`src/rtl/core/dfse_pkg.sv`:
```
// Shared constants, types and codes for the depth-first search engine.
// No dependencies.
package dfse_pkg;

	localparam int NUM_VERTICES = 16;
	localparam int STACK_DEPTH  = 256;

	localparam int VTX_W = (NUM_VERTICES > 1) ? $clog2(NUM_VERTICES) : 1;
	localparam int SA_W  = $clog2(STACK_DEPTH);
	localparam int SP_W  = $clog2(STACK_DEPTH + 1);

	localparam logic MODE_EDGE  = 1'b0;
	localparam logic MODE_START = 1'b1;

	typedef logic [VTX_W-1:0]        vtx_t;
	typedef logic [NUM_VERTICES-1:0] vmask_t;
	typedef logic [SA_W-1:0]         saddr_t;
	typedef logic [SP_W-1:0]         sptr_t;

	typedef struct packed {
		logic   we;
		saddr_t waddr;
		vtx_t   wdata;
		logic   re;
		saddr_t raddr;
	} stk_req_t;

	typedef struct packed {
		logic we;
		vtx_t wrow;
		vtx_t wcol;
		logic wbit;
		vtx_t rrow;
	} adj_req_t;

endpackage

```
`src/rtl/core/dfse_stack.sv`:
```
// Vertex stack storage: one write port, one registered read port.
// Depends on dfse_pkg.
module dfse_stack (
	input  logic              clk,
	input  dfse_pkg::stk_req_t req,
	output dfse_pkg::vtx_t    rd_data
);
	import dfse_pkg::*;

	vtx_t mem_q [STACK_DEPTH];
	vtx_t rd_q;

	always_ff @(posedge clk) begin
		if (req.we) begin
			mem_q[req.waddr] <= req.wdata;
		end
	end

	always_ff @(posedge clk) begin
		if (req.re) begin
			rd_q <= mem_q[req.raddr];
		end
	end

	assign rd_data = rd_q;

endmodule

```
`src/rtl/core/dfse_adj.sv`:
```
// Adjacency bit matrix, one row of neighbour bits per vertex.
// Single bit write, one row read. Depends on dfse_pkg.
module dfse_adj (
	input  logic               clk,
	input  logic               arst_n,
	input  dfse_pkg::adj_req_t req,
	output dfse_pkg::vmask_t   row
);
	import dfse_pkg::*;

	vmask_t adj_q [NUM_VERTICES];

	always_ff @(posedge clk or negedge arst_n) begin
		if (!arst_n) begin
			for (int i = 0; i < NUM_VERTICES; i++) begin
				adj_q[i] <= '0;
			end
		end else if (req.we) begin
			adj_q[req.wrow][req.wcol] <= req.wbit;
		end
	end

	assign row = adj_q[req.rrow];

endmodule

```
`src/rtl/core/iterative_dfs_engine_unit.sv`:
```
// Depth-first search engine top level: sequencer, visited marks, output register.
// Edge write: sets or clears one adjacency bit. Start: each pop passes ST_POP then ST_READ, and each
// visited vertex adds a scan over all NUM_VERTICES neighbours (one neighbour per cycle through one
// compare unit); the walk runs until the stack is empty or overflows, output stalls can hold it,
// and no new item is taken meanwhile.
// Results leave through a one-entry output register; the last one after the walk ends.
// Async reset clears control, adjacency and visited marks; stack contents are not cleared.
module iterative_dfs_engine_unit (
	input  logic        clk,
	input  logic        arst_n,
	input  logic        s_tvalid,
	output logic        s_tready,
	input  logic [15:0] s_tdata,   // from_vertex[3:0], to_vertex[7:4], edge_present[8], start_vertex[12:9]
	input  logic [0:0]  s_tuser,   // mode[0]
	output logic        m_tvalid,
	input  logic        m_tready,
	output logic [7:0]  m_tdata,   // visit_vertex[3:0]
	output logic        m_tlast,
	output logic [0:0]  m_tuser    // overflow[0]
);
	import dfse_pkg::*;

	localparam logic [2:0] ST_IDLE   = 3'd0;
	localparam logic [2:0] ST_POP    = 3'd1;
	localparam logic [2:0] ST_READ   = 3'd2;
	localparam logic [2:0] ST_SCAN   = 3'd3;
	localparam logic [2:0] ST_FINISH = 3'd4;

	logic [2:0] state_q;
	sptr_t      sp_q;
	vmask_t     visited_q;
	vmask_t     row_q;
	vtx_t       w_q;
	vtx_t       pend_q;
	logic       pend_vld_q;
	logic       full_q;
	logic       out_vld_q;
	logic [3:0] out_vtx_q;
	logic       out_last_q;
	logic       out_ovf_q;

	stk_req_t   stk_req;
	vtx_t       stk_rd;
	adj_req_t   adj_req;
	vmask_t     adj_row;

	logic       in_xfer;
	logic       out_free;
	logic       out_load;
	logic [3:0] in_from;
	logic [3:0] in_to;
	logic       in_present;
	logic [3:0] in_start;
	logic       from_ok;
	logic       to_ok;
	logic       start_ok;
	logic       nb_push;
	logic       st_full;

	assign in_from    = s_tdata[3:0];
	assign in_to      = s_tdata[7:4];
	assign in_present = s_tdata[8];
	assign in_start   = s_tdata[12:9];

	assign from_ok  = 32'({28'd0, in_from})  < 32'(NUM_VERTICES);
	assign to_ok    = 32'({28'd0, in_to})    < 32'(NUM_VERTICES);
	assign start_ok = 32'({28'd0, in_start}) < 32'(NUM_VERTICES);

	assign s_tready = (state_q == ST_IDLE);
	assign in_xfer  = s_tvalid && s_tready;
	assign out_free = !out_vld_q || m_tready;
	assign out_load = pend_vld_q && out_free &&
		(((state_q == ST_READ) && !visited_q[stk_rd]) || (state_q == ST_FINISH));

	assign nb_push  = row_q[w_q] && !visited_q[w_q];
	assign st_full  = (sp_q == SP_W'(STACK_DEPTH));

	always_comb begin
		adj_req.we   = in_xfer && (s_tuser[0] == MODE_EDGE) && from_ok && to_ok;
		adj_req.wrow = VTX_W'(in_from);
		adj_req.wcol = VTX_W'(in_to);
		adj_req.wbit = in_present;
		adj_req.rrow = stk_rd;
	end

	always_comb begin
		stk_req.we    = 1'b0;
		stk_req.waddr = sp_q[SA_W-1:0];
		stk_req.wdata = w_q;
		stk_req.re    = 1'b0;
		stk_req.raddr = SA_W'(sp_q - SP_W'(1));
		unique case (state_q)
			ST_IDLE: begin
				stk_req.we    = in_xfer && (s_tuser[0] == MODE_START) && start_ok;
				stk_req.waddr = '0;
				stk_req.wdata = VTX_W'(in_start);
			end
			ST_POP: begin
				stk_req.re = (sp_q != '0);
			end
			ST_SCAN: begin
				stk_req.we = nb_push && !st_full;
			end
			default: begin
			end
		endcase
	end

	dfse_stack u_stack (
		.clk     (clk),
		.req     (stk_req),
		.rd_data (stk_rd)
	);

	dfse_adj u_adj (
		.clk    (clk),
		.arst_n (arst_n),
		.req    (adj_req),
		.row    (adj_row)
	);

	always_ff @(posedge clk or negedge arst_n) begin
		if (!arst_n) begin
			state_q    <= ST_IDLE;
			sp_q       <= '0;
			visited_q  <= '0;
			w_q        <= '0;
			pend_vld_q <= 1'b0;
			full_q     <= 1'b0;
			out_vld_q  <= 1'b0;
		end else begin
			if (out_load) begin
				out_vld_q <= 1'b1;
			end else if (m_tready) begin
				out_vld_q <= 1'b0;
			end
			unique case (state_q)
				ST_IDLE: begin
					if (in_xfer && (s_tuser[0] == MODE_START)) begin
						visited_q  <= '0;
						pend_vld_q <= 1'b0;
						full_q     <= 1'b0;
						if (start_ok) begin
							sp_q    <= SP_W'(1);
							state_q <= ST_POP;
						end else begin
							sp_q <= '0;
						end
					end
				end
				ST_POP: begin
					if (sp_q == '0) begin
						state_q <= ST_FINISH;
					end else begin
						sp_q    <= sp_q - SP_W'(1);
						state_q <= ST_READ;
					end
				end
				ST_READ: begin
					if (visited_q[stk_rd]) begin
						state_q <= ST_POP;
					end else if (!pend_vld_q || out_free) begin
						if (pend_vld_q) begin
							out_vtx_q  <= 4'(pend_q);
							out_last_q <= 1'b0;
							out_ovf_q  <= 1'b0;
						end
						pend_q     <= stk_rd;
						pend_vld_q <= 1'b1;
						visited_q  <= visited_q | (vmask_t'(1) << stk_rd);
						row_q      <= adj_row;
						w_q        <= '0;
						state_q    <= ST_SCAN;
					end
				end
				ST_SCAN: begin
					if (nb_push && st_full) begin
						full_q  <= 1'b1;
						state_q <= ST_FINISH;
					end else begin
						if (nb_push) begin
							sp_q <= sp_q + SP_W'(1);
						end
						w_q <= w_q + VTX_W'(1);
						if (w_q == VTX_W'(NUM_VERTICES - 1)) begin
							state_q <= ST_POP;
						end
					end
				end
				ST_FINISH: begin
					sp_q <= '0;
					if (!pend_vld_q) begin
						state_q <= ST_IDLE;
					end else if (out_free) begin
						out_vtx_q  <= 4'(pend_q);
						out_last_q <= 1'b1;
						out_ovf_q  <= full_q;
						pend_vld_q <= 1'b0;
						state_q    <= ST_IDLE;
					end
				end
				default: begin
					state_q <= ST_IDLE;
				end
			endcase
		end
	end

	assign m_tvalid = out_vld_q;
	assign m_tdata  = {4'd0, out_vtx_q};
	assign m_tlast  = out_last_q;
	assign m_tuser  = out_ovf_q;

endmodule
```
`config.mk`:
```
export PLATFORM = sky130hd
export DESIGN_NAME = iterative_dfs_engine_unit
export DESIGN_NICKNAME = d
export VERILOG_FILES = /design/src/rtl/core/dfse_pkg.sv /design/src/rtl/core/dfse_stack.sv /design/src/rtl/core/dfse_adj.sv /design/src/rtl/core/iterative_dfs_engine_unit.sv
export SDC_FILE = /design/constraint.sdc
export NUM_CORES = 2
export LEC_CHECK = 0
export BUFFER_PORTS_ARGS = -buffer_cell sky130_fd_sc_hd__buf_2
export CELL_PAD_IN_SITES_DETAIL_PLACEMENT = 1
export CELL_PAD_IN_SITES_GLOBAL_PLACEMENT = 1
export CORE_UTILIZATION = 57
export CTS_BUF_LIST = sky130_fd_sc_hd__clkbuf_8
export DETAILED_ROUTE_END_ITERATION = 10
export PLACE_DENSITY = 0.89
export SETUP_SLACK_MARGIN = 0.05
export SLEW_MARGIN = 20
export SYNTH_ARGS = -nofsm -noshare
export SYNTH_HDL_FRONTEND = slang
export SYNTH_SLANG_ARGS = --single-unit
```
`constraint.sdc`:
```
create_clock -name clk -period 15.72 [get_ports clk]
set_input_delay 1.572 -clock clk [delete_from_list [all_inputs] [get_ports clk]]
set_output_delay 1.572 -clock clk [all_outputs]
set_load 0.01 [all_outputs]
```
Word-level counts from Yosys, hierarchy flattened
Memory sizes are Yosys's and may differ from the RTL's. A register that Yosys moved wholly into a read port is not among the register bits.
Index checks and enable logic that the tools add are counted.
- $add $sub $neg: 3
- magnitude comparators: 7
- equal/unequal tests: 19
- shift operators: 1
- muxes and demuxes: 66
- bitwise operators: 5
- reductions and logical operators: 37
- operators by type and width (kind ; number):
    256-bit bitwise mux ; 1
    16-bit two-way mux ; 6
    16-bit binary-select mux with 4-bit select ; 1
    16-bit demux with 4-bit select ; 1
    9-bit two-way mux ; 4
    9-bit one-hot mux with 4 select lines ; 1
    4-bit two-way mux ; 8
    16-bit one-hot mux with 2 select lines ; 1
    3-bit two-way mux ; 8
    1-bit two-way mux ; 22
    4-bit AND reduction ; 5
    2-bit != test, second input constant ; 8
    16-bit bitwise OR ; 1
    4-bit one-hot mux with 2 select lines ; 2
    1-bit by 4-bit << shifter with 16-bit output, first input constant ; 1
    4-bit by 5-bit < comparator with 1-bit output, second input constant ; 3
    3-bit one-hot mux with 5 select lines ; 1
    1-bit binary-select mux with 4-bit select ; 3
    12-bit two-way mux ; 1
    1-bit logical AND ; 11
    5-bit greater-or-equal comparator, second input constant ; 2
    4-bit inverter with 5-bit output ; 2
    2-bit nonzero test ; 5
    9-bit by 1-bit adder with 9-bit output, second input constant ; 1
    26 further kinds ; 39
- flip-flop bits (word level): 317
- memory bits (writable): 1024
- input bits: 21
- output and inout bits: 12
- logic and storage cells: 167
- memories: 1
- memories (name ; words ; bits a word ; read ports ; clocked after memory_dff ; wr ports ; line ; RTL):
    u_stack.mem_q ; 256 ; 4 ; 1 ; 1 ; 1 ; dfse_stack.sv:10 ; vtx_t mem_q [STACK_DEPTH];

Logic depth before layout (Yosys ltp)
- depth in word-level cells: 8
- gate-level depth with buffers: 16
- mapped depth without buffers: 9

Hierarchy
Synthesis repeated with hierarchy kept, for this count alone.
- cells, all modules: 3429
- area, all modules: 57387.5 um^2
- by module, submodules not included (module ; instances ; cells each ; area each (um^2) ; sequential area each (um^2)):
    dfse_stack ; 1 ; 2051 ; 40715.3 ; 30869.6
    dfse_adj ; 1 ; 1048 ; 13335.3 ; 6406.1
    iterative_dfs_engine_unit ; 1 ; 330 ; 3337.0 ; 1656.6

Worst setup path before layout
OpenSTA, ideal clock, no wires.
- kind: reg-to-reg
- start: register state_q[0]
- end: memory u_stack.mem_q[0][1] (netlist name), data pin
- setup time: 2192 ps
- arrival time: 10771 ps
- required time: 13528 ps
- setup slack: 2757 ps
- cell stages (with the launch flop): 5
- buffers on the path: 2
- clock period less this slack: 12963 ps
- path through: dfrtp_1 > buf_2 > nor3_2 > clkbuf_1 > o21ai_0
- RTL lines (item ; line ; RTL):
    start, declared ; iterative_dfs_engine_unit.sv:29 ; logic [2:0] state_q;
    start signal, assigned ; iterative_dfs_engine_unit.sv:124 ; state_q <= ST_IDLE;
    start signal, assigned ; iterative_dfs_engine_unit.sv:145 ; state_q <= ST_POP;
    start signal, assigned ; iterative_dfs_engine_unit.sv:153 ; state_q <= ST_FINISH;
    end, declared ; dfse_stack.sv:10 ;

Final worst setup path
- start: register sp_q[0]
- end: register u_stack.rd_q[2] (netlist: u_stack.rd_data[2]) (read register of u_stack.mem_q), data pin
- cells in the longest elaborated chain, start to end: 2
- elaborated cells between the ends (all ways): 3
- those cells by class: add/sub: 1; mux: 1; reduce/logical: 1
- RTL lines (item ; line ; RTL):
    start, declared ; iterative_dfs_engine_unit.sv:30 ; sptr_t sp_q;
    start signal, assigned ; iterative_dfs_engine_unit.sv:155 ; sp_q <= sp_q - SP_W'(1);
    start signal, assigned ; iterative_dfs_engine_unit.sv:182 ; sp_q <= sp_q + SP_W'(1);
    branches (longest 2 deep; another with 9-bit by 1-bit subtractor with 9-bit output) ; - ;
    end, declared ; dfse_stack.sv:11 ; vtx_t rd_q;
Several ways; the timed one is not identified.
A chain may end at the register's enable or synchronous reset.

==> results.py <==
metrics = {
    "sta": {
        "setup_tns_ns": 0,
        "maxClockFrequency_mhz": 176,
        "min_period_ns": 5.68,
        "finalClockSkew_ns": 0.0843,
        "finalSetupViolCount": 0,
        "layout_setup_ws_ns": 10.04,
        "slew_viol_final": 0,
        "worst_slew_pin_slew_ns": 1.25,
        "timing_hold_violations_final": 0,
        "rsz0062_at_grt": "false",
        "max-slew-margin-rel_pct": 16.4,
        "fin_crit_sh_pct": 36.2,
    },
    "power_and_ir_drop": {
        "p_switching_mw": 4.34,
        "p_clk_share_pct": 25.1,
        "switching_share_pct": 37.8,
        "power.share.combinational_pct": 35.9,
        "power_frac_seq_pct": 39.0,
        "power_density_nw_per_um2": 185,
        "power_mw": 11.5,
        "vdd_drop_max_v": 0.000219,
        "intPower_mw": 7.16,
        "leakagePower_nw": 22.3,
    },
    "worst_setup_path": {
        "crit_type": "reg -> reg",
        "cp_slowest_cell": "buf_4",
        "timing.rr.end": "u_stack.rd_data[2]",
        "max_stage_delay_ns": 0.79,
        "crit_fanout": 137,
        "worst-path-buf-inv": 3,
        "crit_family": "buffers and inverters",
        "cp-startpoint": "sp_q[0]",
        "crit_required_ns": 16.25,
        "critPathLaunchType": "flop",
        "endpoint_kind": "flop",
        "r2r_start": "sp_q[0]",
        "rr_worst_depth": 10,
        "worstSetupPathDepth": 10,
        "arrival_ns": 6.21,
        "r2r_setup_slack_ns": 10.04,
        "path_cells": "inv_2 -> ha_4 -> buf_12 -> buf_4 -> mux4_2 -> mux2_2 -> nand2_1 -> nand3_1 -> o211ai_1 -> nand4_1",
    },
    "job": {
        "cap_violations": 0,
    },
    "worst_hold_path": {
        "whs_endpoint": "out_vtx_q[1]",
        "hold_path_depth": 0,
        "hold_path.class": "reg -> reg",
        "hp-start": "pend_q[1]",
    },
    "clock_network": {
        "clk_latency_ns": 0.94,
        "cts_buffers": 205,
        "h-tree-depth": 4,
        "clock_path_buffers": 3,
        "cts-resized-gates": 0,
        "cts_root_buf": "clkbuf_8",
        "cts_setup_buffers": 0,
        "cts_sinks": 1345,
        "path_clk_slew_ns": 0.07,
        "hold_buffers": 0,
        "cts_tree": "yes",
    },
    "grt": {
        "grt_overflow": 0,
        "antenna_found_initial": 5,
        "grt_pass1_vias": 36900,
        "grt_pass1_wl_microns": 251000,
        "grt_usage_pct": 34.2,
        "grt_max_degree": 170,
    },
    "floorplan": {
        "io_pins": 33,
        "row_count": 115,
        "initial_utilization_pct": 57.6,
        "die_y_microns": 317,
        "dieWidth_microns": 317,
        "coreArea_sq_um": 98600,
        "die_area_sq_um": 101000,
    },
    "placement": {
        "dp_slack_ns": 10.56,
        "gp_congestion": 0.823,
        "hpwl_microns": 93900,
        "dpl_cell_area_sq_um": 58200,
        "portBuffers": 25,
    },
    "synth": {
        "synthTopCellsByArea": "edfxtp_1 (56%), dfrtp_1 (13%), mux4_2 (12%)",
        "ys_async_sr_fraction_pct": 21.6,
        "synth.distinct_cells": 75,
        "syn_area_sq_um": 56700,
        "yosysTopAreaCell": "edfxtp_1",
        "synth-edff-count": 1054,
        "synthCells": 3432,
        "synth_flop_cell": "edfxtp_1",
        "yosys_warnings": 0,
        "avgSynthCellArea_sq_um": 16.5,
        "synth_seq_cells": 1345,
        "synth_top_area_share_pct": 55.8,
        "yosysSeqAreaShare_pct": 68.6,
    },
    "final_layout": {
        "n_fill_cell": 8444,
        "drive_above_1_share_pct": 27.8,
        "seqCellArea_sq_um": 38900,
        "final_area_sq_um": 62200,
        "multi_input_area_sq_um": 16900,
        "utilization_pct": 63.1,
        "final_nets": 3522,
        "area_growth_pct": 9.58,
    },
    "routing": {
        "wl_per_cell_microns": 34.3,
        "drcViolationCount": 0,
        "ant_nets": 0,
        "routed_via_density": 6.93,
        "first_pass_iters": 6,
        "drtIter0Drc": 4812,
        "dr_total_vias": 34400,
        "routed_wl_microns": 170000,
    },
    "run_status": {
        "status": "finished, final reports clean",
    },
}
## state kept, by name, indices dropped and copies added, names as in the netlist, 3 cells and up
signal           cells
u_adj.adj_q        256
pend_q               4
u_stack.rd_data      4
out_vtx_q            4
w_q                  4
row_q               16
visited_q           16
state_q              3
u_stack.mem_q     1024
sp_q                 9
## worst max path at each step
| stage | slack (ns) | end |
|---|---|---|
| 6_report | 10.04 | u_stack.rd_data[2] |
| 3_3_place_gp | 10.67 | u_stack.rd_data[2] |
| 5_1_grt | 9.98 | u_stack.rd_data[2] |
| 2_1_floorplan | 2.76 | u_stack.mem_q[0][1] |
| 3_5_place_dp | 10.56 | u_stack.rd_data[1] |
| 4_1_cts | 10.37 | u_stack.rd_data[2] |
## per-layer routing
layer,track usage (%),part of all wire [%],up-vias
met5,0,0.0076,-
met4,17.8,5.7,2
met3,8.38,10,667
met2,55.9,49,2578
met1,42.5,35,17800
li1,-,-,13400
## synthesized netlist by cell type, types with 7 or more instances
cell type,number
o22ai_1,25
mux2i_1,106
buf_4,10
nor4_1,7
nand4_1,14
inv_1,12
buf_1,31
mux2_2,319
and3_1,10
a22o_1,12
nand3_2,7
clkbuf_1,118
a21oi_1,21
mux4_2,295
a32oi_1,9
a221oi_1,8
nor3_1,25
o21ai_0,27
o211ai_1,11
nor2_1,396
nand2_1,342
dfrtp_1,291
nand3_1,32
nor2b_1,8
edfxtp_1,1054
buf_2,78
a31oi_1,14
nand2b_1,17
a22oi_1,42
## kinds of logic after synthesis
group / after synthesis / synth area share [%]
AOI/OAI and AO/OA: 207 / 2.62
xor gates and xnor gates: 10 / 0.154
muxes: 721 / 19.9
buffers and inverters: 252 / 1.92
and+or+nand+nor: 893 / 6.67
adders and majority gates: 3 / 0.0662
other: 1 / 0.00661
DFF: 1345 / 68.6
## power by group through the flow
stage | clock network [mW] | logic, mW | registers, mW
after floorplan | 0 | 2.59 | 4.62
after global placement | 0 | 3.64 | 4.53
after detailed placement | 0 | 3.87 | 4.55
after CTS | 2.89 | 4.02 | 4.48
after global routing | 3.02 | 4.23 | 4.49
final | 2.89 | 4.13 | 4.49
## worst register-to-register path: stages, from the launching register on
cell	delay, ns
dfrtp_4	0.72
inv_2	0.35
ha_4	0.57
buf_12	0.74
buf_4	0.82
mux4_2	0.49
mux2_2	0.31
nand2_1	0.09
nand3_1	0.13
o211ai_1	0.63
nand4_1	0.46
## layout make-up
| cell class | instances | area share, % |
|---|---|---|
| multi-input combinational | 1838 | 27.2 |
| clock inverter | 160 | 1.43 |
| tap | 1287 | 2.59 |
| inverter | 14 | 0.0845 |
| antenna | 5 | 0.0201 |
| sequential | 1345 | 62.6 |
| clock buffer | 222 | 4.91 |
| timing repair buffer | 94 | 1.17 |
## cell usage in the layout (no fill, tap or decap), drive strengths merged, types with 12 or more instances in the layout
master	instances
clkinv	78
nand2b	17
nor2	397
mux4	295
buf	94
nand3	39
mux2	320
o22ai	25
a21oi	21
nor3	32
a22oi	42
nand4	16
inv	89
a22o	12
clkbuf	222
nand2	342
mux2i	106
o21ai	29
dfrtp	291
a31oi	14
edfxtp	1054
## stage by stage
step	hold WS, ns	cells
4_1_cts	0.421	4959
3_3_place_gp	0.404	4577
6_report	0.420	4965
2_1_floorplan	0.400	3435
3_5_place_dp	0.407	4577
5_1_grt	0.433	4962
No activity file was read; power rests on OpenSTA's default activity.
